### src/rtl/kdea_pkg.sv
`timescale 1ns / 1ps
package kdea_pkg;

	localparam int SUM_W           = 32;
	localparam int MUL_W           = 64;
	localparam int RATIO_W         = 32;
	localparam int FRAC_BITS       = 16;
	localparam int ENT_W           = 16;
	localparam int NUM_SHIFT       = 22;
	localparam int DEN_SHIFT       = 44;
	localparam int DIV_STEPS       = 32;
	localparam int CNT_W           = $clog2(DIV_STEPS);
	localparam int SHIFT_W         = $clog2(RATIO_W);
	localparam int MAX_SAMPLES_DEF = 256;
	localparam int INPUT_BITS_DEF  = 24;

	typedef enum logic [2:0] {
		ST_ACCUM,
		ST_PROD,
		ST_SETUP,
		ST_DIV,
		ST_NORM,
		ST_SQR,
		ST_FOLD,
		ST_FINISH
	} state_t;

	typedef struct packed {
		logic do_prod;
		logic do_setup;
		logic do_div;
		logic do_norm;
		logic do_sqr;
		logic do_fold;
		logic load_out;
	} ctrl_t;

	typedef struct packed {
		logic none;
		logic sat;
		logic m_top;
		logic m_zero;
	} status_t;

endpackage

### src/rtl/kdea_accum.sv
`timescale 1ns / 1ps
module kdea_accum #(
	parameter int MAX_SAMPLES = kdea_pkg::MAX_SAMPLES_DEF,
	parameter int INPUT_BITS  = kdea_pkg::INPUT_BITS_DEF,
	parameter int TALLY_W     = $clog2(MAX_SAMPLES + 1)
) (
	input  logic                          clk,
	input  logic                          arst_n,
	input  logic                          acc_en,
	input  logic                          clr,
	input  logic signed [INPUT_BITS-1:0]  kernel_value,
	input  logic signed [INPUT_BITS-1:0]  first_weight,
	input  logic signed [INPUT_BITS-1:0]  second_weight,
	input  logic                          sample_valid,
	output logic [kdea_pkg::SUM_W-1:0]    kernel_total,
	output logic [kdea_pkg::SUM_W-1:0]    weight_one_total,
	output logic [kdea_pkg::SUM_W-1:0]    weight_two_total,
	output logic [TALLY_W-1:0]            sample_tally
);
	import kdea_pkg::*;

	logic [SUM_W-1:0]   kernel_total_q, weight_one_total_q, weight_two_total_q;
	logic [TALLY_W-1:0] sample_tally_q;
	logic               take;

	// samples past the cap are dropped until the sums clear
	assign take = acc_en && sample_valid && (sample_tally_q < TALLY_W'(MAX_SAMPLES));

	always_ff @(posedge clk or negedge arst_n) begin
		if (!arst_n) begin
			kernel_total_q     <= '0;
			weight_one_total_q <= '0;
			weight_two_total_q <= '0;
			sample_tally_q     <= '0;
		end else if (clr) begin
			kernel_total_q     <= '0;
			weight_one_total_q <= '0;
			weight_two_total_q <= '0;
			sample_tally_q     <= '0;
		end else if (take) begin
			kernel_total_q     <= kernel_total_q + SUM_W'(kernel_value);
			weight_one_total_q <= weight_one_total_q + SUM_W'(first_weight);
			weight_two_total_q <= weight_two_total_q + SUM_W'(second_weight);
			sample_tally_q     <= sample_tally_q + TALLY_W'(1);
		end
	end

	assign kernel_total     = kernel_total_q;
	assign weight_one_total = weight_one_total_q;
	assign weight_two_total = weight_two_total_q;
	assign sample_tally     = sample_tally_q;

endmodule

### src/rtl/kdea_seq.sv
`timescale 1ns / 1ps
module kdea_seq (
	input  logic              clk,
	input  logic              arst_n,
	input  logic              in_valid,
	input  logic              last,
	input  logic              out_busy,
	input  kdea_pkg::status_t status,
	output logic              in_ready,
	output kdea_pkg::ctrl_t   ctrl
);
	import kdea_pkg::*;

	state_t           state_q, state_nxt;
	logic [CNT_W-1:0] cnt_q;

	always_comb begin
		state_nxt = state_q;
		unique case (state_q)
			ST_ACCUM: begin
				if (in_valid && last) state_nxt = ST_PROD;
			end
			ST_PROD: state_nxt = ST_SETUP;
			ST_SETUP: begin
				if (status.none)     state_nxt = ST_FINISH;
				else if (status.sat) state_nxt = ST_NORM;
				else                 state_nxt = ST_DIV;
			end
			ST_DIV: begin
				if (cnt_q == CNT_W'(DIV_STEPS - 1)) state_nxt = ST_NORM;
			end
			ST_NORM: begin
				if (status.m_zero)     state_nxt = ST_FINISH;
				else if (status.m_top) state_nxt = ST_SQR;
			end
			ST_SQR: state_nxt = ST_FOLD;
			ST_FOLD: begin
				if (cnt_q == CNT_W'(FRAC_BITS - 1)) state_nxt = ST_FINISH;
				else                                state_nxt = ST_SQR;
			end
			ST_FINISH: begin
				if (!out_busy) state_nxt = ST_ACCUM;
			end
			default: state_nxt = ST_ACCUM;
		endcase
	end

	always_comb begin
		ctrl     = '0;
		in_ready = 1'b0;
		unique case (state_q)
			ST_ACCUM:  in_ready      = 1'b1;
			ST_PROD:   ctrl.do_prod  = 1'b1;
			ST_SETUP:  ctrl.do_setup = 1'b1;
			ST_DIV:    ctrl.do_div   = 1'b1;
			ST_NORM:   ctrl.do_norm  = 1'b1;
			ST_SQR:    ctrl.do_sqr   = 1'b1;
			ST_FOLD:   ctrl.do_fold  = 1'b1;
			ST_FINISH: ctrl.load_out = !out_busy;
			default:   in_ready      = 1'b0;
		endcase
	end

	// step count: divide bits, then fold steps (held across the square cycle)
	always_ff @(posedge clk or negedge arst_n) begin
		if (!arst_n) begin
			state_q <= ST_ACCUM;
			cnt_q   <= '0;
		end else begin
			state_q <= state_nxt;
			if (state_q == ST_DIV || state_q == ST_FOLD) cnt_q <= cnt_q + CNT_W'(1);
			else if (state_q != ST_SQR)                  cnt_q <= '0;
		end
	end

endmodule

### src/rtl/kdea_dpath.sv
`timescale 1ns / 1ps
module kdea_dpath #(
	parameter int MAX_SAMPLES = kdea_pkg::MAX_SAMPLES_DEF,
	parameter int TALLY_W     = $clog2(MAX_SAMPLES + 1)
) (
	input  logic                        clk,
	input  logic                        arst_n,
	input  kdea_pkg::ctrl_t             ctrl,
	input  logic [kdea_pkg::SUM_W-1:0]  kernel_total,
	input  logic [kdea_pkg::SUM_W-1:0]  weight_one_total,
	input  logic [kdea_pkg::SUM_W-1:0]  weight_two_total,
	input  logic [TALLY_W-1:0]          sample_tally,
	input  logic                        out_ready,
	output kdea_pkg::status_t           status,
	output logic                        out_busy,
	output logic                        out_valid,
	output logic [kdea_pkg::ENT_W-1:0]  entropy_value,
	output logic                        ratio_zero,
	output logic                        no_samples
);
	import kdea_pkg::*;

	// shared multiplier: weight product, then mantissa squares
	logic signed [SUM_W:0]     mul_a, mul_b;
	logic signed [2*SUM_W+1:0] mul_full;
	logic [MUL_W-1:0]          mul_q;

	logic [MUL_W-1:0]   rem_q, den_q;
	logic [RATIO_W-1:0] m_q;
	logic [SHIFT_W-1:0] s_q;
	logic [FRAC_BITS-1:0] f_q;
	logic               err_q, none_q;

	logic [SUM_W-1:0]   k_pos;
	logic [MUL_W-1:0]   num, den, rem2;
	logic               prod_pos, ge;
	logic [RATIO_W:0]   sq_t;
	logic [SHIFT_W:0]   exp_p1;
	logic [SHIFT_W+FRAC_BITS:0] x_val;
	logic [SHIFT_W+FRAC_BITS+1:0] e_sum;
	logic [ENT_W-1:0]   ent;

	logic               out_valid_q, ratio_zero_q, no_samples_q;
	logic [ENT_W-1:0]   entropy_q;

	assign mul_a    = ctrl.do_sqr ? {1'b0, m_q} : {weight_one_total[SUM_W-1], weight_one_total};
	assign mul_b    = ctrl.do_sqr ? {1'b0, m_q} : {weight_two_total[SUM_W-1], weight_two_total};
	assign mul_full = mul_a * mul_b;

	assign k_pos    = kernel_total[SUM_W-1] ? '0 : kernel_total;
	assign num      = MUL_W'(k_pos) << NUM_SHIFT;
	assign prod_pos = !mul_q[MUL_W-1] && (mul_q != '0);
	assign den      = prod_pos ? mul_q : (MUL_W'(sample_tally) << DEN_SHIFT);

	// restoring divide step; rem stays below den < 2^63
	assign rem2 = {rem_q[MUL_W-2:0], 1'b0};
	assign ge   = rem2 >= den_q;

	// square truncated to Q2.31
	assign sq_t = mul_q[2*RATIO_W-1:RATIO_W-1];

	// -log2(r) = (shift + 1) - frac, Q.16; doubled and rounded to Q.9
	assign exp_p1 = (SHIFT_W+1)'(s_q) + (SHIFT_W+1)'(1);
	assign x_val  = {exp_p1, {FRAC_BITS{1'b0}}} - (SHIFT_W+FRAC_BITS+1)'(f_q);
	assign e_sum  = {x_val, 1'b0} + (SHIFT_W+FRAC_BITS+2)'(64);
	assign ent    = e_sum[SHIFT_W+FRAC_BITS+1:7];

	assign status.none   = (sample_tally == '0);
	assign status.sat    = (num >= den);
	assign status.m_top  = m_q[RATIO_W-1];
	assign status.m_zero = (m_q == '0);

	always_ff @(posedge clk) begin
		if (ctrl.do_prod || ctrl.do_sqr) mul_q <= mul_full[MUL_W-1:0];

		if (ctrl.do_setup) begin
			rem_q  <= num;
			den_q  <= den;
			m_q    <= status.sat ? '1 : '0;
			s_q    <= '0;
			f_q    <= '0;
			err_q  <= 1'b0;
			none_q <= status.none;
		end else if (ctrl.do_div) begin
			rem_q <= ge ? rem2 - den_q : rem2;
			m_q   <= {m_q[RATIO_W-2:0], ge};
		end else if (ctrl.do_norm) begin
			err_q <= status.m_zero;
			if (!status.m_top && !status.m_zero) begin
				m_q <= {m_q[RATIO_W-2:0], 1'b0};
				s_q <= s_q + SHIFT_W'(1);
			end
		end else if (ctrl.do_fold) begin
			if (sq_t[RATIO_W]) begin
				m_q <= sq_t[RATIO_W:1];
				f_q <= {f_q[FRAC_BITS-2:0], 1'b1};
			end else begin
				m_q <= sq_t[RATIO_W-1:0];
				f_q <= {f_q[FRAC_BITS-2:0], 1'b0};
			end
		end
	end

	always_ff @(posedge clk or negedge arst_n) begin
		if (!arst_n) begin
			out_valid_q <= 1'b0;
		end else if (ctrl.load_out) begin
			out_valid_q <= 1'b1;
		end else if (out_ready) begin
			out_valid_q <= 1'b0;
		end
	end

	always_ff @(posedge clk) begin
		if (ctrl.load_out) begin
			entropy_q    <= (err_q || none_q) ? '0 : ent;
			ratio_zero_q <= err_q && !none_q;
			no_samples_q <= none_q;
		end
	end

	assign out_busy      = out_valid_q && !out_ready;
	assign out_valid     = out_valid_q;
	assign entropy_value = entropy_q;
	assign ratio_zero    = ratio_zero_q;
	assign no_samples    = no_samples_q;

endmodule

### src/rtl/kernel_density_entropy_accumulator_core.sv
`timescale 1ns / 1ps
// Kernel density entropy accumulator. Each accepted item may carry one sample
// (kernel value and two pixel weights, signed Q1.22); valid samples are summed
// into three 32-bit totals and counted, up to MAX_SAMPLES per pixel. An item
// with last set closes the pixel: the weight totals are multiplied (falling
// back to the sample count when that product is not positive), the clamped
// kernel total is divided by it into a Q0.32 ratio, and -log2(ratio^2) comes
// out as unsigned Q7.9 on entropy_value. no_samples marks an empty pixel,
// ratio_zero a zero ratio; entropy_value is zero in both cases. Sums clear as
// the result enters the output register.
// Sequencing: an item without last leaves in_ready high. An item with last
// holds in_ready low through product, setup, the bit-per-cycle restoring
// divider (skipped when the ratio saturates), the one-bit-per-cycle normalize
// shift, sixteen square-and-fold steps through the single shared 33x33
// multiplier (a square state, then a fold state, per step) and output load.
// An empty pixel goes from setup straight to output load; a zero ratio goes
// there from the first normalize step. The result waits in an output
// register; a stalled out_ready only delays the return to accumulation.
module kernel_density_entropy_accumulator_core #(
	parameter int MAX_SAMPLES = kdea_pkg::MAX_SAMPLES_DEF,
	parameter int INPUT_BITS  = kdea_pkg::INPUT_BITS_DEF
) (
	input  logic                         clk,
	input  logic                         arst_n,
	input  logic                         in_valid,
	output logic                         in_ready,
	input  logic signed [INPUT_BITS-1:0] kernel_value,
	input  logic signed [INPUT_BITS-1:0] first_weight,
	input  logic signed [INPUT_BITS-1:0] second_weight,
	input  logic                         sample_valid,
	input  logic                         last,
	output logic                         out_valid,
	input  logic                         out_ready,
	output logic [kdea_pkg::ENT_W-1:0]   entropy_value,
	output logic                         ratio_zero,
	output logic                         no_samples
);
	import kdea_pkg::*;

	localparam int TALLY_W = $clog2(MAX_SAMPLES + 1);

	logic               accept;
	ctrl_t              ctrl;
	status_t            status;
	logic               out_busy;
	logic [SUM_W-1:0]   kernel_total, weight_one_total, weight_two_total;
	logic [TALLY_W-1:0] sample_tally;

	assign accept = in_valid && in_ready;

	// running sums; the item carrying last is folded in before the math starts
	kdea_accum #(
		.MAX_SAMPLES (MAX_SAMPLES),
		.INPUT_BITS  (INPUT_BITS),
		.TALLY_W     (TALLY_W)
	) u_accum (
		.clk              (clk),
		.arst_n           (arst_n),
		.acc_en           (accept),
		.clr              (ctrl.load_out),
		.kernel_value     (kernel_value),
		.first_weight     (first_weight),
		.second_weight    (second_weight),
		.sample_valid     (sample_valid),
		.kernel_total     (kernel_total),
		.weight_one_total (weight_one_total),
		.weight_two_total (weight_two_total),
		.sample_tally     (sample_tally)
	);

	// sequencer: accumulate, product, setup, divide, normalize, square/fold, finish
	kdea_seq u_seq (
		.clk      (clk),
		.arst_n   (arst_n),
		.in_valid (in_valid),
		.last     (last),
		.out_busy (out_busy),
		.status   (status),
		.in_ready (in_ready),
		.ctrl     (ctrl)
	);

	// shared multiplier, divider step, log2 fold and output register
	kdea_dpath #(
		.MAX_SAMPLES (MAX_SAMPLES),
		.TALLY_W     (TALLY_W)
	) u_dpath (
		.clk              (clk),
		.arst_n           (arst_n),
		.ctrl             (ctrl),
		.kernel_total     (kernel_total),
		.weight_one_total (weight_one_total),
		.weight_two_total (weight_two_total),
		.sample_tally     (sample_tally),
		.out_ready        (out_ready),
		.status           (status),
		.out_busy         (out_busy),
		.out_valid        (out_valid),
		.entropy_value    (entropy_value),
		.ratio_zero       (ratio_zero),
		.no_samples       (no_samples)
	);

endmodule

### config.mk
export PLATFORM = sky130hd
export DESIGN_NAME = kernel_density_entropy_accumulator_core
export DESIGN_NICKNAME = d
export VERILOG_FILES = /design/src/rtl/kdea_pkg.sv /design/src/rtl/kdea_accum.sv /design/src/rtl/kdea_seq.sv /design/src/rtl/kdea_dpath.sv /design/src/rtl/kernel_density_entropy_accumulator_core.sv
export SDC_FILE = /design/constraint.sdc
export NUM_CORES = 2
export LEC_CHECK = 0
export BUFFER_PORTS_ARGS = -buffer_cell sky130_fd_sc_hd__buf_2
export CORE_ASPECT_RATIO = 0.6
export CORE_UTILIZATION = 55
export CTS_BUF_LIST = sky130_fd_sc_hd__clkbuf_4 sky130_fd_sc_hd__clkbuf_8
export CTS_CLUSTER_SIZE = 25
export DETAILED_ROUTE_END_ITERATION = 6
export PLACE_DENSITY = 0.71
export SLEW_MARGIN = 40
export SYNTH_ARGS = -nofsm -noshare
export SYNTH_HDL_FRONTEND = slang
export SYNTH_HIERARCHICAL = 1
export SYNTH_SLANG_ARGS = --single-unit
### constraint.sdc
create_clock -name clk -period 10 [get_ports clk]
set_input_delay 1 -clock clk [delete_from_list [all_inputs] [get_ports clk]]
set_output_delay 1 -clock clk [all_outputs]
set_load 0.05 [all_outputs]
==> impl_metrics.py <==
metrics = {
    "routing": {
        "dr.first_iter.drc_count": 8250,
        "vias": 55200,
        "dr.pass1.iters": 6,
        "wl_per_cell_um": 29.4,
        "via_per_inst": 6.19,
        "ant_nets": 0,
        "drc": 0,
        "drt-total-wl_um": 262000,
    },
    "placement": {
        "dpl.hpwl_um": 219000,
        "place_inst": 8792,
        "placed_area_sq_mm": 0.0672,
        "place_ws_ns": -0.0470,
        "gp_congestion": 1.16,
        "io_buffers": 97,
    },
    "clock_network": {
        "cts_tree": "yes",
        "h-tree-depth": 2,
        "cts_hold_buf": 0,
        "clockBufferDepth": 3,
        "clock_latency_ns": 0.75,
        "numClockSinks": 378,
        "path_clk_slew_ns": 0.07,
        "clock-root-buffer": "clkbuf_8",
        "cts_buffers": 58,
    },
    "critical_path": {
        "ff2ff_path_depth": 31,
        "cp-endpoint": "u_dpath/mul_q[63]$_DFFE_PP_",
        "cp.arrival_ns": 10.27,
        "cp_max_fo": 28,
        "regToRegEndpoint": "u_dpath/mul_q[63]$_DFFE_PP_",
        "crit_path_start": "u_seq/state_q[0]$_DFFE_PN0P_",
        "crit_path_max_incr_delay_ns": 0.67,
        "slowest_stage": "fa_1",
        "r2r_setup_slack_ns": 0.22,
        "worstSetupStartpointType": "flip-flop",
        "required_ns": 10.49,
        "r2r-start": "u_seq/state_q[0]$_DFFE_PN0P_",
        "worst-setup-path-type": "flip-flop to flip-flop",
        "cpMostUsedCell": "fa_1",
        "end_kind": "flip-flop",
    },
    "synth": {
        "synthMuxAreaShare_pct": 0.400,
        "yosysTopAreaCell": "fa_1",
        "yosysTopAreaCellShare_pct": 35.6,
        "synth_edf_count": 211,
        "synth_area_per_cell_sq_um": 8.83,
        "ys_ff_latch": 378,
        "yosysSeqAreaShare_pct": 16.1,
        "synth_flop_cell": "edfxtp_1",
        "synth_adder_area_share_pct": 43.6,
        "synth_xor_area_share_pct": 2.92,
        "synth_area_sq_mm": 0.0635,
        "synth_nets": 8808,
        "synth-compound-area-share_pct": 11.0,
        "async_flop_share_pct": 30.2,
        "ys_types": 114,
        "synth_top_family_by_area": "adder cells",
        "yosys-top-cells-area": "fa_1 36%, edfxtp_1 10%, ha_1 8.0%, inv_1 7.7%, nand2_1 5.5%",
        "synth_cells": 7194,
        "synthSimpleGateAreaFrac_pct": 16.1,
        "synth_warnings": 6,
    },
    "timing": {
        "finalHoldViolCount": 0,
        "setup_viol": 0,
        "maxSlewViolCount": 0,
        "fin_crit_ns": 9.78,
        "skew_ns": 0.0651,
        "tightest_slew_ns": 0.994,
        "setup_tns_ns": 0,
        "relSlewSlack_pct": 33.1,
        "fin_crit_sh_pct": 97.8,
        "fin_ws_ns": 0.218,
        "fmax_mhz": 102,
        "rsz0062_at_grt": "no",
    },
    "grt": {
        "grt_pass1_vias": 52700,
        "use_met1_pct": 68.5,
        "use_met2_pct": 52.9,
        "grtUsageTotal_pct": 45.1,
        "busiest_layer": "met1",
        "grt_overflow": 0,
        "antenna_found_initial": 13,
        "grt_pass1_wl_um": 376000,
        "grt_max_degree": 81,
        "gr-usage-met3_pct": 26.9,
    },
    "floorplan": {
        "die_w_um": 441,
        "core_area_sq_mm": 0.114,
        "start_util_pct": 55.5,
        "fp-row-count": 96,
        "fp.dieH_um": 265,
        "die_area_sq_mm": 0.117,
        "num_io_pins": 98,
    },
    "layout": {
        "drive_above_1_share_pct": 8.42,
        "layout.cells.non_filler": 8917,
        "design_area_sq_mm": 0.0687,
        "syn2layout_area_growth_pct": 8.15,
        "n_fill_cell": 10200,
        "fin_nets": 8954,
    },
    "job": {
        "cap_viol_max_count": 0,
    },
    "worst_hold_path": {
        "hold_class": "input pin to async pin",
    },
    "outcome": {
        "outcome": "complete, no violations",
    },
}
==> sequential cells by signal, summed over array words and instances (netlist names), 3 cells and up <==
signal                    cells
u_accum/kernel_total         32
u_accum/sample_tally          9
u_accum/weight_one_total     32
u_accum/weight_two_total     32
u_dpath/den_q                64
u_dpath/entropy_value        16
u_dpath/f_q                  16
u_dpath/m_q                  32
u_dpath/mul_q                64
u_dpath/rem_q                63
u_dpath/s_q                   5
u_seq/cnt_q                   5
u_seq/state_q                 3
==> worst max-delay path, delay by kind of cell (launching register included) <==
kind	cells	cell delay, ns
adder cells (fa/ha/maj)	9	4.65
AO/OA/AOI/OAI	4	0.71
buffers and inverters	10	1.58
XOR/XNOR	1	0.08
flip-flops	1	0.38
AND/OR/NAND/NOR	7	2.05
==> layout make-up <==
class,instances,area (sq um),area share [%]
clock buffers,94,1140,1.67
multi-input cells,5172,47300,68.8
inverters,1313,4930,7.18
well taps,1519,1900,2.77
repair buffers,417,3040,4.42
flip-flops and latches,378,10200,14.9
diodes,9,22.5,0.0328
clock inverters,15,143,0.208
==> worst min-delay path by stage <==
stage	startpoint	depth (start not counted)	to	slack, ns
after floorplan	u_dpath/f_q[3]$_SDFFE_PP0P_	2	u_dpath/f_q[4]$_SDFFE_PP0P_	0.44
after global placement	u_dpath/f_q[1]$_SDFFE_PP0P_	2	u_dpath/f_q[2]$_SDFFE_PP0P_	0.45
after detailed placement	u_dpath/f_q[0]$_SDFFE_PP0P_	2	u_dpath/f_q[1]$_SDFFE_PP0P_	0.46
after CTS	arst_n	1	u_accum/weight_two_total[9]$_DFFE_PN0P_	0.25
after global routing	arst_n	1	u_accum/weight_two_total[7]$_DFFE_PN0P_	0.26
final	arst_n	1	u_accum/weight_two_total[8]$_DFFE_PN0P_	0.24
==> cells in the final DEF (no fill, tap or decap), types with 19 or more instances in the layout <==
cell / n
nor2b_1: 81
a21oi_1: 317
a31oi_1: 28
o21ai_0: 169
fa_1: 1128
o211ai_1: 19
mux2i_1: 19
dfxtp_1: 53
buf_4: 305
a21o_1: 111
o21a_1: 72
ha_1: 407
or3_1: 21
edfxtp_1: 211
inv_1: 1311
clkbuf_4: 24
and2_1: 56
o311ai_0: 24
buf_2: 96
nand4_1: 48
nand3b_1: 29
nand3_1: 129
nor3_1: 53
nor2_1: 751
and3_1: 25
clkbuf_8: 70
xor2_1: 77
nand2_1: 937
xnor2_1: 135
nor4_1: 35
o21ai_1: 83
o21bai_1: 26
dfrtp_1: 114
nand2b_1: 56
a211oi_1: 40
==> synthesized netlist by cell type, drive strengths merged (7+ instances only) <==
master,number
fa,1129
and4,8
buf,35
a21oi,326
o311ai,25
o31ai,19
o21bai,26
nand3,130
edfxtp,211
o21ai,271
a211oi,44
a311oi,17
nand2b,56
dfrtp,114
nor3b,19
mux2i,22
dfxtp,53
nor4,38
and3,26
a32oi,9
a211o,8
or2,17
or3,21
o21a,75
a2111oi,7
a221oi,14
inv,1312
or4,18
and2,56
a21o,112
a31oi,28
o211ai,21
ha,407
a21boi,11
nor2b,82
nand2,938
nand4,48
xor2,77
xnor2,135
nand3b,29
nor2,755
o2111ai,9
nor3,54
clkbuf,296
==> logic make-up after synthesis <==
family          Yosys count
simple gates           2312
xor+xnor                212
flops                   378
buf+inv                1644
other cells               1
fa+ha+maj              1536
mux                      25
compound gates         1086
==> layer usage <==
metal | vias to the layer above | share of wire (%)
met4 | 20 | 2.5
met3 | 395 | 20
met5 | - | 0.13
met2 | 4122 | 35
met1 | 27600 | 43
li1 | 23100 | -
==> what timing repair did <==
item                       in CTS  in global routing
buffers inserted                0                  6
resized for setup               2                  4
setup endpoints to repair       5                 15
pin swaps                       0                  1
hold endpoints to repair        0                  0
==> metrics by stage <==
stage / utilization, % / hold slack, ns
after CTS: 59.9 / 0.251
final: 60.1 / 0.241
after floorplan: - / 0.440
after global routing: 60.0 / 0.263
after detailed placement: 58.8 / 0.463
after global placement: 58.8 / 0.448
Power is not shown: default switching activity piles up to over one toggle a cycle in this logic, so the estimate is an artifact.
